<file path="src/design/ild_pkg.sv">
// Shared types, constants and decode functions of the x86 instruction length decoder.
// Holds the one-byte and two-byte opcode class tables; depends on nothing.
`default_nettype none
package ild_pkg;

    localparam int MAX_INSTR_BYTES = 15;

    localparam int F_MR   = 0;
    localparam int F_I8   = 1;
    localparam int F_I16  = 2;
    localparam int F_IZ   = 3;
    localparam int F_RB   = 4;
    localparam int F_P66  = 5;
    localparam int F_P67  = 6;
    localparam int F_LOCK = 7;
    localparam int F_REP  = 8;
    localparam int F_SEG  = 9;
    localparam int F_TWO  = 10;
    localparam int F_OVER = 11;

    localparam logic [7:0] B_CS   = 8'h2E;
    localparam logic [7:0] B_SS   = 8'h36;
    localparam logic [7:0] B_DS   = 8'h3E;
    localparam logic [7:0] B_ES   = 8'h26;
    localparam logic [7:0] B_FS   = 8'h64;
    localparam logic [7:0] B_GS   = 8'h65;
    localparam logic [7:0] B_LOCK = 8'hF0;
    localparam logic [7:0] B_P66  = 8'h66;
    localparam logic [7:0] B_P67  = 8'h67;
    localparam logic [7:0] B_REPM = 8'hFE;
    localparam logic [7:0] B_REP  = 8'hF2;
    localparam logic [7:0] B_ESC  = 8'h0F;
    localparam logic [7:0] B_TEST8 = 8'hF6;
    localparam logic [7:0] B_TESTZ = 8'hF7;
    localparam logic [7:0] B_GRP5  = 8'hFF;
    localparam logic [7:0] B_MOFFS_LO = 8'hA0;
    localparam logic [7:0] B_MOFFS_HI = 8'hA3;

    localparam logic [4:0] X0 = 5'd0;
    localparam logic [4:0] X1 = 5'd1;
    localparam logic [4:0] X2 = 5'd2;
    localparam logic [4:0] X4 = 5'd4;
    localparam logic [4:0] X8 = 5'd8;
    localparam logic [4:0] MB = 5'd3;
    localparam logic [4:0] MZ = 5'd9;
    localparam logic [4:0] BR = 5'd18;
    localparam logic [4:0] ZR = 5'd24;
    localparam logic [4:0] ZW = 5'd12;
    localparam logic [4:0] WB = 5'd6;

    localparam logic [4:0] ONE_CLS [256] = '{
        X1,X1,X1,X1,X2,X8,X0,X0, X1,X1,X1,X1,X2,X8,X0,X0,
        X1,X1,X1,X1,X2,X8,X0,X0, X1,X1,X1,X1,X2,X8,X0,X0,
        X1,X1,X1,X1,X2,X8,X0,X0, X1,X1,X1,X1,X2,X8,X0,X0,
        X1,X1,X1,X1,X2,X8,X0,X0, X1,X1,X1,X1,X2,X8,X0,X0,
        X0,X0,X0,X0,X0,X0,X0,X0, X0,X0,X0,X0,X0,X0,X0,X0,
        X0,X0,X0,X0,X0,X0,X0,X0, X0,X0,X0,X0,X0,X0,X0,X0,
        X0,X0,X1,X1,X0,X0,X0,X0, X8,MZ,X2,MB,X0,X0,X0,X0,
        BR,BR,BR,BR,BR,BR,BR,BR, BR,BR,BR,BR,BR,BR,BR,BR,
        MB,MZ,MB,MB,X1,X1,X1,X1, X1,X1,X1,X1,X1,X1,X1,X1,
        X0,X0,X0,X0,X0,X0,X0,X0, X0,X0,ZW,X0,X0,X0,X0,X0,
        X8,X8,X8,X8,X0,X0,X0,X0, X2,X8,X0,X0,X0,X0,X0,X0,
        X2,X2,X2,X2,X2,X2,X2,X2, X8,X8,X8,X8,X8,X8,X8,X8,
        MB,MB,X4,X0,X1,X1,MB,MZ, WB,X0,X4,X0,X0,X2,X0,X0,
        X1,X1,X1,X1,X2,X2,X0,X0, X1,X1,X1,X1,X1,X1,X1,X1,
        BR,BR,BR,BR,X2,X2,X2,X2, ZR,ZR,ZW,BR,X0,X0,X0,X0,
        X0,X0,X0,X0,X0,X0,X1,X1, X0,X0,X0,X0,X0,X0,X1,X1
    };

    localparam logic [4:0] TWO_CLS [256] = '{
        X1,X1,X1,X1,X0,X0,X0,X0, X0,X0,X0,X0,X0,X1,X0,X0,
        X0,X0,X0,X0,X0,X0,X0,X0, X0,X0,X0,X0,X0,X0,X0,X1,
        X1,X1,X1,X1,X0,X0,X0,X0, X0,X0,X0,X0,X0,X0,X0,X0,
        X0,X0,X0,X0,X0,X0,X0,X0, X0,X0,X0,X0,X0,X0,X0,X0,
        X1,X1,X1,X1,X1,X1,X1,X1, X1,X1,X1,X1,X1,X1,X1,X1,
        X0,X0,X0,X0,X0,X0,X0,X0, X0,X0,X0,X0,X0,X0,X0,X0,
        X0,X0,X0,X0,X0,X0,X0,X0, X0,X0,X0,X0,X0,X0,X0,X0,
        X0,X0,X0,X0,X0,X0,X0,X0, X0,X0,X0,X0,X0,X0,X0,X0,
        ZR,ZR,ZR,ZR,ZR,ZR,ZR,ZR, ZR,ZR,ZR,ZR,ZR,ZR,ZR,ZR,
        X1,X1,X1,X1,X1,X1,X1,X1, X1,X1,X1,X1,X1,X1,X1,X1,
        X0,X0,X0,X1,MB,X1,X0,X0, X0,X0,X0,X1,MB,X1,X0,X1,
        X1,X1,X1,X1,X1,X1,X1,X1, X0,X0,MB,X1,X1,X1,X1,X1,
        X1,X1,X0,X0,X0,X0,X0,X1, X0,X0,X0,X0,X0,X0,X0,X0,
        X0,X0,X0,X0,X0,X0,X0,X0, X0,X0,X0,X0,X0,X0,X0,X0,
        X0,X0,X0,X0,X0,X0,X0,X0, X0,X0,X0,X0,X0,X0,X0,X0,
        X0,X0,X0,X0,X0,X0,X0,X0, X0,X0,X0,X0,X0,X0,X0,X0
    };

    typedef struct packed {
        logic [7:0] code;
        logic [4:0] cls1;
        logic [4:0] cls2;
    } t_qent;

    typedef struct packed {
        logic  valid;
        t_qent ent;
    } t_qout;

    function automatic logic sib_present(input logic [11:0] flags, input logic [1:0] size,
                                         input logic [7:0] modrm);
        return flags[F_MR] && !size[1] && (modrm[2:0] == 3'd4) && (modrm[7:6] != 2'd3);
    endfunction

    function automatic logic [2:0] disp_total(input logic [11:0] flags, input logic [1:0] size,
                                              input logic [7:0] modrm, input logic [7:0] sib);
        logic [2:0] n;
        logic       a16;
        n   = 3'd0;
        a16 = size[1];
        if (flags[F_MR]) begin
            case (modrm[7:6])
                2'd0: begin
                    if (a16 && modrm[2:0] == 3'd6) n = 3'd2;
                    if (!a16 && modrm[2:0] == 3'd5) n = 3'd4;
                end
                2'd1: n = 3'd1;
                2'd2: n = a16 ? 3'd2 : 3'd4;
                default: n = 3'd0;
            endcase
            if (sib_present(flags, size, modrm) && sib[2:0] == 3'd5 && modrm[7:6] == 2'd0) begin
                n = 3'd4;
            end
        end
        return n;
    endfunction

    function automatic logic [2:0] imm_total(input logic [11:0] flags, input logic [1:0] size,
                                             input logic [7:0] opcode);
        logic [2:0] n;
        logic       narrow;
        narrow = size[0];
        if (!flags[F_TWO] && opcode >= B_MOFFS_LO && opcode <= B_MOFFS_HI) narrow = size[1];
        n = 3'd0;
        if (flags[F_I8]) n = n + 3'd1;
        if (flags[F_I16]) n = n + 3'd2;
        if (flags[F_IZ]) n = n + (narrow ? 3'd2 : 3'd4);
        return n;
    endfunction

endpackage
`default_nettype wire

</file>
<file path="src/design/ild_front.sv">
// Front part: takes code bytes, looks up both opcode class tables and queues the item.
// Uses ild_pkg for the class tables and the queue entry type.
`default_nettype none
module ild_front (
    input  wire logic           i_clk,
    input  wire logic           i_rst_n,
    input  wire logic           i_in_valid,
    output logic                o_in_stall,
    input  wire logic [7:0]     i_code_byte,
    output ild_pkg::t_qout      o_q,
    input  wire logic           i_pop
);
    ild_pkg::t_qent r_mem [2];
    logic           r_wp, r_rp;
    logic [1:0]     r_cnt;
    logic           push;

    assign o_in_stall = (r_cnt == 2'd2);
    assign push       = i_in_valid && !o_in_stall;
    assign o_q.valid  = (r_cnt != 2'd0);
    assign o_q.ent    = r_mem[r_rp];

    always_ff @(posedge i_clk) begin
        if (push) begin
            r_mem[r_wp].code <= i_code_byte;
            r_mem[r_wp].cls1 <= ild_pkg::ONE_CLS[i_code_byte];
            r_mem[r_wp].cls2 <= ild_pkg::TWO_CLS[i_code_byte];
        end
        if (!i_rst_n) begin
            r_wp  <= 1'b0;
            r_rp  <= 1'b0;
            r_cnt <= 2'd0;
        end else begin
            if (push) r_wp <= ~r_wp;
            if (i_pop) r_rp <= ~r_rp;
            r_cnt <= r_cnt + {1'b0, push} - {1'b0, i_pop};
        end
    end
endmodule
`default_nettype wire

</file>
<file path="src/design/ild_back.sv">
// Back part: the prefix, opcode, ModRM, SIB, displacement and immediate sequencer
// with the output register. Uses ild_pkg for flags, constants and length functions.
`default_nettype none
module ild_back #(
    parameter int MAX_INSTR_BYTES = ild_pkg::MAX_INSTR_BYTES
) (
    input  wire logic        i_clk,
    input  wire logic        i_rst_n,
    input  wire ild_pkg::t_qout i_q,
    output logic             o_pop,
    output logic             o_out_valid,
    input  wire logic        i_out_stall,
    output logic [3:0]       o_instr_length,
    output logic [11:0]      o_decode_flags,
    output logic [2:0]       o_disp_length,
    output logic [2:0]       o_imm_length,
    output logic [7:0]       o_seg_prefix,
    output logic [7:0]       o_rep_prefix,
    output logic [7:0]       o_first_opcode,
    output logic [7:0]       o_second_opcode,
    output logic [7:0]       o_modrm_byte,
    output logic [7:0]       o_sib_byte,
    output logic [31:0]      o_disp_bytes,
    output logic [47:0]      o_imm_bytes
);
    typedef enum logic [2:0] {
        PH_OPC, PH_OPC2, PH_MODRM, PH_SIB, PH_DISP, PH_IMM
    } t_phase;

    t_phase      r_phase, n_phase;
    logic [11:0] r_flags, n_flags;
    logic [3:0]  r_count, n_count;
    logic [7:0]  r_seg, n_seg, r_rep, n_rep, r_opc, n_opc, r_opc2, n_opc2;
    logic [7:0]  r_modrm, n_modrm, r_sib, n_sib;
    logic [31:0] r_disp, n_disp;
    logic [47:0] r_imm, n_imm;
    logic [2:0]  r_drem, n_drem, r_irem, n_irem;
    logic [1:0]  r_size, n_size;
    logic        r_ovalid, n_ovalid;
    logic        done, tail;
    logic [2:0]  dl, il, iidx;
    logic [1:0]  didx;
    logic [7:0]  b;

    assign o_pop       = i_q.valid && (!r_ovalid || !i_out_stall);
    assign o_out_valid = r_ovalid;
    assign b           = i_q.ent.code;

    always_comb begin
        n_phase = r_phase; n_flags = r_flags; n_count = r_count;
        n_seg = r_seg; n_rep = r_rep; n_opc = r_opc; n_opc2 = r_opc2;
        n_modrm = r_modrm; n_sib = r_sib; n_disp = r_disp; n_imm = r_imm;
        n_drem = r_drem; n_irem = r_irem; n_size = r_size;
        n_ovalid = r_ovalid && i_out_stall;
        done = 1'b0; tail = 1'b0; dl = 3'd0; il = 3'd0;
        didx = 2'd0; iidx = 3'd0;
        if (o_pop) begin
            n_count = r_count + 4'd1;
            case (r_phase)
                PH_OPC: begin
                    if (b == ild_pkg::B_P66) begin
                        n_flags[ild_pkg::F_P66] = 1'b1; n_size[0] = 1'b1;
                    end else if (b == ild_pkg::B_P67) begin
                        n_flags[ild_pkg::F_P67] = 1'b1; n_size[1] = 1'b1;
                    end else if (b == ild_pkg::B_LOCK) begin
                        n_flags[ild_pkg::F_LOCK] = 1'b1;
                    end else if ((b & ild_pkg::B_REPM) == ild_pkg::B_REP) begin
                        n_flags[ild_pkg::F_REP] = 1'b1; n_rep = b;
                    end else if (b == ild_pkg::B_CS || b == ild_pkg::B_SS ||
                                 b == ild_pkg::B_DS || b == ild_pkg::B_ES ||
                                 b == ild_pkg::B_FS || b == ild_pkg::B_GS) begin
                        n_flags[ild_pkg::F_SEG] = 1'b1; n_seg = b;
                    end else if (b == ild_pkg::B_ESC) begin
                        n_opc = b; n_flags[ild_pkg::F_TWO] = 1'b1; n_phase = PH_OPC2;
                    end else begin
                        n_opc   = b;
                        n_flags = n_flags | {7'd0, i_q.ent.cls1};
                        if (n_flags[ild_pkg::F_MR]) n_phase = PH_MODRM;
                        else tail = 1'b1;
                    end
                end
                PH_OPC2: begin
                    n_opc2  = b;
                    n_flags = n_flags | {7'd0, i_q.ent.cls2};
                    if (n_flags[ild_pkg::F_MR]) n_phase = PH_MODRM;
                    else tail = 1'b1;
                end
                PH_MODRM: begin
                    n_modrm = b;
                    if (!r_flags[ild_pkg::F_TWO]) begin
                        if (r_opc == ild_pkg::B_TEST8 && b[5:3] == 3'd0)
                            n_flags[ild_pkg::F_I8] = 1'b1;
                        if (r_opc == ild_pkg::B_TESTZ && b[5:3] == 3'd0)
                            n_flags[ild_pkg::F_IZ] = 1'b1;
                        if (r_opc == ild_pkg::B_GRP5 && (b[5:3] == 3'd2 || b[5:3] == 3'd4))
                            n_flags[ild_pkg::F_RB] = 1'b1;
                    end
                    if (ild_pkg::sib_present(n_flags, n_size, n_modrm)) n_phase = PH_SIB;
                    else tail = 1'b1;
                end
                PH_SIB: begin
                    n_sib = b;
                    tail  = 1'b1;
                end
                PH_DISP: begin
                    didx = 2'(ild_pkg::disp_total(r_flags, r_size, r_modrm, r_sib) - r_drem);
                    for (int k = 0; k < 4; k++) begin
                        if (didx == 2'(k)) n_disp[8*k +: 8] = r_disp[8*k +: 8] | b;
                    end
                    n_drem = r_drem - 3'd1;
                    if (n_drem == 3'd0) begin
                        n_irem = ild_pkg::imm_total(r_flags, r_size, r_opc);
                        if (n_irem != 3'd0) n_phase = PH_IMM;
                        else done = 1'b1;
                    end
                end
                default: begin
                    iidx = ild_pkg::imm_total(r_flags, r_size, r_opc) - r_irem;
                    if (iidx > 3'd5) iidx = 3'd5;
                    for (int k = 0; k < 6; k++) begin
                        if (iidx == 3'(k)) n_imm[8*k +: 8] = r_imm[8*k +: 8] | b;
                    end
                    n_irem = r_irem - 3'd1;
                    if (n_irem == 3'd0) done = 1'b1;
                end
            endcase
            if (tail) begin
                n_drem = ild_pkg::disp_total(n_flags, n_size, n_modrm, n_sib);
                n_irem = ild_pkg::imm_total(n_flags, n_size, n_opc);
                if (n_drem != 3'd0) n_phase = PH_DISP;
                else if (n_irem != 3'd0) n_phase = PH_IMM;
                else done = 1'b1;
            end
            if (done) begin
                dl = ild_pkg::disp_total(n_flags, n_size, n_modrm, n_sib);
                il = ild_pkg::imm_total(n_flags, n_size, n_opc);
            end else if (n_count >= 4'(MAX_INSTR_BYTES)) begin
                n_flags[ild_pkg::F_OVER] = 1'b1;
                done = 1'b1;
            end
            if (done) n_ovalid = 1'b1;
        end
    end

    always_ff @(posedge i_clk) begin
        if (done) begin
            o_instr_length  <= n_count;
            o_decode_flags  <= n_flags;
            o_disp_length   <= dl;
            o_imm_length    <= il;
            o_seg_prefix    <= n_seg;
            o_rep_prefix    <= n_rep;
            o_first_opcode  <= n_opc;
            o_second_opcode <= n_opc2;
            o_modrm_byte    <= n_modrm;
            o_sib_byte      <= n_sib;
            o_disp_bytes    <= n_disp;
            o_imm_bytes     <= n_imm;
        end
        if (!i_rst_n || done) begin
            r_phase <= PH_OPC; r_flags <= 12'd0; r_count <= 4'd0;
            r_seg <= 8'd0; r_rep <= 8'd0; r_opc <= 8'd0; r_opc2 <= 8'd0;
            r_modrm <= 8'd0; r_sib <= 8'd0; r_disp <= 32'd0; r_imm <= 48'd0;
            r_drem <= 3'd0; r_irem <= 3'd0; r_size <= 2'd0;
        end else begin
            r_phase <= n_phase; r_flags <= n_flags; r_count <= n_count;
            r_seg <= n_seg; r_rep <= n_rep; r_opc <= n_opc; r_opc2 <= n_opc2;
            r_modrm <= n_modrm; r_sib <= n_sib; r_disp <= n_disp; r_imm <= n_imm;
            r_drem <= n_drem; r_irem <= n_irem; r_size <= n_size;
        end
        if (!i_rst_n) r_ovalid <= 1'b0;
        else r_ovalid <= n_ovalid;
    end
endmodule
`default_nettype wire

</file>
<file path="src/design/x86_instruction_length_decoder.sv">
// Length decoder for 32-bit x86 code, one code byte per item at up to one item per cycle.
// A byte is classified and queued in the front part when accepted and later sequenced by
// the back part, which loads the output register when a byte completes an instruction.
// Throughput is one byte per cycle while results are taken; a two-entry queue decouples
// input stalls. Synchronous active-low reset empties the queue and output register.
// Depends on ild_pkg, ild_front and ild_back.
`default_nettype none
module x86_instruction_length_decoder #(
    parameter int MAX_INSTR_BYTES = ild_pkg::MAX_INSTR_BYTES
) (
    input  wire logic        i_clk,
    input  wire logic        i_rst_n,
    input  wire logic        i_in_valid,
    output logic             o_in_stall,
    input  wire logic [7:0]  i_code_byte,
    output logic             o_out_valid,
    input  wire logic        i_out_stall,
    output logic [3:0]       o_instr_length,
    output logic [11:0]      o_decode_flags,
    output logic [2:0]       o_disp_length,
    output logic [2:0]       o_imm_length,
    output logic [7:0]       o_seg_prefix,
    output logic [7:0]       o_rep_prefix,
    output logic [7:0]       o_first_opcode,
    output logic [7:0]       o_second_opcode,
    output logic [7:0]       o_modrm_byte,
    output logic [7:0]       o_sib_byte,
    output logic [31:0]      o_disp_bytes,
    output logic [47:0]      o_imm_bytes
);
    ild_pkg::t_qout q;
    logic           pop;

    ild_front u_front (
        .i_clk(i_clk), .i_rst_n(i_rst_n), .i_in_valid(i_in_valid), .o_in_stall(o_in_stall),
        .i_code_byte(i_code_byte), .o_q(q), .i_pop(pop)
    );

    ild_back #(.MAX_INSTR_BYTES(MAX_INSTR_BYTES)) u_back (
        .i_clk(i_clk), .i_rst_n(i_rst_n), .i_q(q), .o_pop(pop),
        .o_out_valid(o_out_valid), .i_out_stall(i_out_stall),
        .o_instr_length(o_instr_length), .o_decode_flags(o_decode_flags),
        .o_disp_length(o_disp_length), .o_imm_length(o_imm_length),
        .o_seg_prefix(o_seg_prefix), .o_rep_prefix(o_rep_prefix),
        .o_first_opcode(o_first_opcode), .o_second_opcode(o_second_opcode),
        .o_modrm_byte(o_modrm_byte), .o_sib_byte(o_sib_byte),
        .o_disp_bytes(o_disp_bytes), .o_imm_bytes(o_imm_bytes)
    );

`ifndef ASSERT_OFF
    a_len_range: assert property (@(posedge i_clk) disable iff (!i_rst_n)
        o_out_valid |-> (o_instr_length != 4'd0 && o_instr_length <= 4'(MAX_INSTR_BYTES)))
        else $error("instruction length out of range");
    a_overlength: assert property (@(posedge i_clk) disable iff (!i_rst_n)
        (o_out_valid && o_decode_flags[ild_pkg::F_OVER]) |->
        (o_instr_length == 4'(MAX_INSTR_BYTES) && o_disp_length == 3'd0 &&
         o_imm_length == 3'd0))
        else $error("overlength item with wrong lengths");
    a_field_len: assert property (@(posedge i_clk) disable iff (!i_rst_n)
        o_out_valid |-> (o_disp_length <= 3'd4 && o_imm_length <= 3'd6))
        else $error("displacement or immediate length out of range");
`endif
endmodule
`default_nettype wire

</file>
<file path="config.mk">
export PLATFORM = sky130hd
export DESIGN_NAME = x86_instruction_length_decoder
export DESIGN_NICKNAME = d
export VERILOG_FILES = /design/src/design/ild_pkg.sv /design/src/design/ild_front.sv /design/src/design/ild_back.sv /design/src/design/x86_instruction_length_decoder.sv
export SDC_FILE = /design/constraint.sdc
export NUM_CORES = 1
export LEC_CHECK = 0
export BUFFER_PORTS_ARGS = -buffer_cell sky130_fd_sc_hd__clkbuf_2
export CORE_MARGIN = 2
export CORE_UTILIZATION = 35
export DETAILED_ROUTE_END_ITERATION = 12
export GPL_ROUTABILITY_DRIVEN = 0
export GPL_TIMING_DRIVEN = 0
export SLEW_MARGIN = 20
export SYNTH_ARGS = -nofsm -noshare
export SYNTH_HDL_FRONTEND = slang
export SYNTH_SLANG_ARGS = --single-unit
export TNS_END_PERCENT = 30
</file>
<file path="constraint.sdc">
create_clock -name i_clk -period 19.35 [get_ports i_clk]
set_input_delay 3.87 -clock i_clk [delete_from_list [all_inputs] [get_ports i_clk]]
set_output_delay 3.87 -clock i_clk [all_outputs]
set_load 0.05 [all_outputs]
</file>
# ---- Word level (Yosys, flattened, before mapping)
# Memory sizes are Yosys's and may differ from the RTL's. A register that Yosys moved wholly into a read port is not among the register bits.
# Index checks and enable logic that the tools add are counted.
dict set report word_totals {
  n_memories 3
  output_inout_bits 152
  inputBits 12
  ramBits 36
  ff_bits 310
  latchBits 0
  rom_bits 2560
  wordCells 395
}
# memory depth word_bits rd rd_clocked_by_memory_dff wr line_no
set memory_table {}
lappend memory_table {{(no name shown)} 256 5 1 0 0 ild_front.sv:26} ;# r_mem[r_wp].cls1 <= ild_pkg::ONE_CLS[i_code_byte];
lappend memory_table {{(no name shown)} 256 5 1 0 0 ild_front.sv:27} ;# r_mem[r_wp].cls2 <= ild_pkg::TWO_CLS[i_code_byte];
lappend memory_table {u_front.r_mem 2 18 1 1 1 ild_front.sv:13} ;# ild_pkg::t_qent r_mem [2];
dict set report op_classes {
  div_mod_pow 0
  muxes 218
  n_reduce_logical 60
  bitwise 15
  eq_ne 47
  n_mul 0
  addsub 15
  n_shift 0
  magnitude_cmp 7
}
# operator count
set op_table {}
lappend op_table {{$mux 8} 45}
lappend op_table {{$mux 3} 65}
lappend op_table {{$mux 48} 2}
lappend op_table {{$or 8x8->8} 10}
lappend op_table {{$mux 32} 2}
lappend op_table {{$mux 9} 7}
lappend op_table {{$mux 1} 59}
lappend op_table {{$eq 3x3->1 const B} 13}
lappend op_table {{$eq 8x6->1 const B} 4}
lappend op_table {{$eq 8x7->1 const B} 4}
lappend op_table {{$eq 8x8->1 const B} 4}
lappend op_table {{$mux 5} 6}
lappend op_table {{$logic_and 1x1->1} 26}
lappend op_table {{$mux 2} 13}
lappend op_table {{$or 12x5->12} 2}
lappend op_table {{$ge 8x8->1 const B} 2}
lappend op_table {{$le 8x8->1 const B} 2}
lappend op_table {{$eq 3x2->1 const B} 5}
lappend op_table {{$logic_not 3->1} 5}
lappend op_table {{$mux 7} 2}
lappend op_table {{$pmux 7 s2} 1}
lappend op_table {{$add 3x2->3 const B} 4}
lappend op_table {{$add 3x3->3} 4}
lappend op_table {{$mux 12} 1}
lappend op_table {{38 further kinds} 74}

# ---- Logic depth before layout (Yosys ltp)
dict set report logic_depth {
  word_depth 48
  depth_mapped 18
  depth_no_buf 14
}

# ---- By module
# From an unflattened synthesis, not the netlist that was laid out.
dict set report hier_totals {
  cells_unflattened 1300
  area_unflattened_um2 14664.1
}
# module seq_area_each_um2 area_each_um2 n_inst cells_per_inst
set by_module_without_submodules {}
lappend by_module_without_submodules {ild_back 7627.3 12657.1 1 1134}
lappend by_module_without_submodules {ild_front 1061.0 2006.9 1 166}

# ---- Least setup slack after synthesis
# No wires, ideal clock.
dict set report synth_path {
  kind {input to register}
  start {input port i_out_stall}
  end {register u_back.o_decode_flags[0] (enable)}
  stages 6
  setup_time_ns 1.259
  path_slack_ns 10.685
  t_arrival_ns 7.405
  required_ns 18.091
  path_cell_list {nand2_1 o21ai_1 clkinv_1 buf_1 o21ai_2 nand2_1}
}
dict set report synth_via {
  elab_chain_len 4
}
# element line_no
set synth_lines {}
lappend synth_lines {{start: declaration} x86_instruction_length_decoder.sv:17} ;# input wire logic i_out_stall,
lappend synth_lines {{$logic_not 1->1} ild_back.sv:45} ;# assign o_pop = i_q.valid && (!r_ovalid || !i_out_stall);
lappend synth_lines {{$logic_or 1x1->1} ild_back.sv:45}
lappend synth_lines {{$logic_and 1x1->1} ild_back.sv:45}
lappend synth_lines {{named net pop} x86_instruction_length_decoder.sv:32} ;# logic pop;
lappend synth_lines {{$mux 1} ild_back.sv:57} ;# if (o_pop) begin
lappend synth_lines {{named net u_back.done} ild_back.sv:40} ;# logic done, tail;
lappend synth_lines {{end signal: assignment} ild_back.sv:148} ;# o_decode_flags <= n_flags;
lappend synth_lines {{end: declaration} ild_back.sv:14} ;# output logic [11:0] o_decode_flags,
# The timed path passes the listed nets, and every way through them passes these cells.
# A chain may end at the register's enable or synchronous reset.

# ---- Worst setup path after layout
dict set report layout_path {
  start {input port i_out_stall}
  end {register u_back.o_disp_bytes[26] (enable)}
}
dict set report layout_via {
  elab_chain_len 4
}
# element line_no
set layout_lines {}
lappend layout_lines {{$logic_not 1->1} ild_back.sv:45}
lappend layout_lines {{$logic_or 1x1->1} ild_back.sv:45}
lappend layout_lines {{$logic_and 1x1->1} ild_back.sv:45}
lappend layout_lines {{named net pop} x86_instruction_length_decoder.sv:32}
lappend layout_lines {{$mux 1} ild_back.sv:57}
lappend layout_lines {{named net u_back.done} ild_back.sv:40}
lappend layout_lines {{end signal: assignment} ild_back.sv:157} ;# o_disp_bytes <= n_disp;
lappend layout_lines {{end: declaration} ild_back.sv:23} ;# output logic [31:0] o_disp_bytes,
# The timed path passes the listed nets, and every way through them passes these cells.

==> impl_metrics.yaml <==
sta:
  rsz0062_at_grt: "false"
  hold_violations: 0
  period_minus_slack_ps: 6210
  period_share: 0.321
  skew_ps: 23.7
  worst_slew_pin_slew_ps: 1110
  fmax_mhz: 161
  setup_viol: 0
  setup_tns_ps: 0
  slew_headroom: 0.239
  timing.hold.ws_ps: 443
  slew_violations: 0
floorplan:
  core_region_area_um2: 38600
  die_h_um: 201
  die_w_um: 201
  die-area_um2: 40500
  row_count: 72
  start_util: 0.353
  ios: 164
grt:
  grt_max_degree: 58
  grt_pass1_wl_mm: 50.7
  grt_pass1_vias: 8768
  grt_overflow: 0
  grt_usage: 0.161
  antenna_found_initial: 0
setup_path:
  critical_path.max_stage_delay_ps: 530
  end_kind: "register"
  crit_buf_inv: 5
  crit_top_cell: "buf_12"
  cpMaxStageDelayCell: "clkinv_1"
  crit_path_start_kind: "input port"
  cp.required_ps: 19620
  crit_family: "buffers and inverters"
  worstPathMaxFanout: 44
  crit_arrival_ps: 6480
  worstPathCellList: "clkbuf_2, nand2_1, o21ai_1, clkinv_1, buf_1, o21ai_2, nand2_4, buf_12, buf_12"
  critPathKind: "in -> reg"
cells_and_area:
  fin_cells: 1886
  areaGrowthSynthToFinish_pct: 20.5
  final_cell_mix: "edfxtp_1 (182), clkbuf_2 (163), dfxtp_1 (161)"
  layout.nets: 1365
  drive_gt1_frac: 0.211
  insertedDiodeCount: 0
  layout_commonest_cell: "edfxtp_1"
pwr:
  p_int_mw: 1.56
  swShare: 0.378
  power_frac_seq: 0.383
  comb_power_share: 0.330
  p_leak_nw: 6.99
  switchingPower_uw: 952
  peakVddDrop_v: 0.0000610
  pwr-share-clk: 0.287
  p_per_area_nw_per_um2: 153
synthesis:
  synth_nets: 1161
  synthesis.area_um2: 13600
  synth_area_leader_cell: "edfxtp_1"
  yosys_register_bits: 343
  syn_avg_cell_area_um2: 12.0
  synthArstFlopShare: 0
  netlist.area_leader.share: 0.402
  ys_seq_area_frac: 0.638
  syn_inst: 1136
  yosysUniqueCellTypes: 75
  yosys-top-cells-area: "edfxtp_1 (40%), dfxtp_1 (24%), nor2b_1 (6.8%), a21o_1 (4.6%), nor2_1 (2.5%)"
  synth-edff-count: 182
  yosysWarnings: 0
  ys.flop_type: "edfxtp_1"
routing:
  antenna_left: 0
  drcViolationCount: 0
  wl_per_cell_um: 17.6
  firstDrtPassIters: 6
  vias_per_cell: 4.92
  vias: 9288
  drtIter0Drc: 744
  routed_wl_mm: 33.3
placed_design:
  io_buffers: 163
  dp_hpwl_mm: 23.5
  place_inst: 1820
run_status:
  status: "finished, final reports clean"
clocking:
  cts_tree: "yes"
  cts-root-buf: "clkbuf_16"
  cts-resized-gates: 0
  clk_latency_ps: 540
  clk_path_buf_depth: 3
  cts_hold_buf: 0
  postCtsSetupBuffers: 0
  clkSinkCount: 343
  clk_pin_slew_ps: 60
  cts-htree-levels: 2
  cts_made_buffers: 36
job:
  drv_cap: 0
min_path:
  hp-class: "reg -> reg"
-- metrics by stage --
stage | total power, mW | utilization | instance area, um^2 | setup WS (ps)
3_5_place_dp | 1.81 | 0.393 | 15200 | 12600
3_3_place_gp | 1.81 | 0.391 | 15100 | 8050
5_1_grt | 2.64 | 0.425 | 16400 | 12990
4_1_cts | 2.54 | 0.425 | 16400 | 13170
6_report | 2.52 | 0.425 | 16400 | 13140
2_1_floorplan | 1.58 | - | 13600 | 10690
-- per-layer routing --
| layer | global-route usage | vias up | part of all wire | routed length [um] |
|---|---|---|---|---|
| li1 | - | 4442 | - | - |
| met2 | 0.254 | 293 | 0.45 | 15000 |
| met3 | 0.0321 | 50 | 0.055 | 1840 |
| met5 | 0 | - | 0 | 0 |
| met1 | 0.223 | 4503 | 0.47 | 15600 |
| met4 | 0.0551 | 0 | 0.026 | 850 |
-- tightest hold or removal path, cell delays in order, from the launching register on --
cell and delay (ps):
dfxtp_1 300, nand2_1 60, nor2_1 40
-- synthesized netlist by cell type (8+ instances only) --
| cell type | instances |
|---|---|
| edfxtp_1 | 182 |
| a211oi_1 | 8 |
| clkbuf_1 | 28 |
| mux2_2 | 9 |
| nor3_1 | 17 |
| buf_6 | 9 |
| nor2b_1 | 147 |
| nand2b_1 | 18 |
| dfxtp_1 | 161 |
| nand2_1 | 71 |
| xnor2_1 | 13 |
| nand3_1 | 14 |
| and2_1 | 8 |
| a21oi_1 | 45 |
| ha_1 | 12 |
| inv_1 | 26 |
| nor2_1 | 89 |
| nand3b_1 | 8 |
| a31oi_1 | 8 |
| mux2i_1 | 14 |
| buf_2 | 14 |
| o21ai_0 | 50 |
| a21o_1 | 84 |
-- flip-flops by register name, summed over array words and instances, names as in the netlist, 4 cells and up, named ones only --
| name | count |
|---|---|
| u_back.o_imm_bytes | 48 |
| u_back.r_imm | 48 |
| u_back.o_disp_bytes | 32 |
| u_back.r_disp | 32 |
| u_front.r_mem | 32 |
| u_back.o_decode_flags | 12 |
| u_back.r_flags | 12 |
| u_back.o_first_opcode | 8 |
| u_back.o_modrm_byte | 8 |
| u_back.o_rep_prefix | 8 |
| u_back.o_second_opcode | 8 |
| u_back.o_seg_prefix | 8 |
| u_back.o_sib_byte | 8 |
| u_back.r_modrm | 8 |
| u_back.r_opc2 | 8 |
| u_back.r_opc | 8 |
| u_back.r_rep | 8 |
| u_back.r_seg | 8 |
| u_back.r_sib | 8 |
| u_back.o_instr_length | 4 |
| u_back.r_count | 4 |
-- layout make-up --
cell class | count | area (um^2)
Clock buffer | 37 | 905
Multi-Input combinational cell | 712 | 4550
Inverter | 27 | 101
Clock inverter | 29 | 344
Buffer | 54 | 288
Timing Repair Buffer | 166 | 883
Sequential cell | 343 | 8690
Fill cell | 3674 | 22200
Tap cell | 518 | 648
-- cells by family (layout without fill, tap and decap cells) --
family	Yosys count	in the layout	synth area share
flip-flops	343	343	0.638
AND/OR/NAND/NOR	418	418	0.166
XOR/XNOR	15	15	0.00965
multiplexers	28	28	0.0235
AO/OA/AOI/OAI	238	238	0.121
adder cells (fa/ha/maj)	13	13	0.0125
buffers and inverters	81	313	0.0286
-- power by group through the flow --
stage / sequential, mW / combinational [mW] / clock (mW)
2_1_floorplan: 1.16 / 0.421 / 0
3_3_place_gp: 0.998 / 0.813 / 0
3_5_place_dp: 0.978 / 0.832 / 0
4_1_cts: 0.964 / 0.836 / 0.740
5_1_grt: 0.975 / 0.900 / 0.768
6_report: 0.963 / 0.831 / 0.723
-- worst paths after layout --
check | slack [ps] | start | cells past startpoint | end
setup reg to reg | 14560 | register | 17 | u_back.o_disp_bytes[26]
hold reg to reg | 440 | u_back.r_rep[3] | 2 | u_back.r_rep[3]
hold / removal | 440 | u_back.r_rep[3] | 2 | u_back.r_rep[3]
setup / recovery | 13140 | i_out_stall | 9 | u_back.o_disp_bytes[26]
No activity file was read; power rests on OpenSTA's default activity.
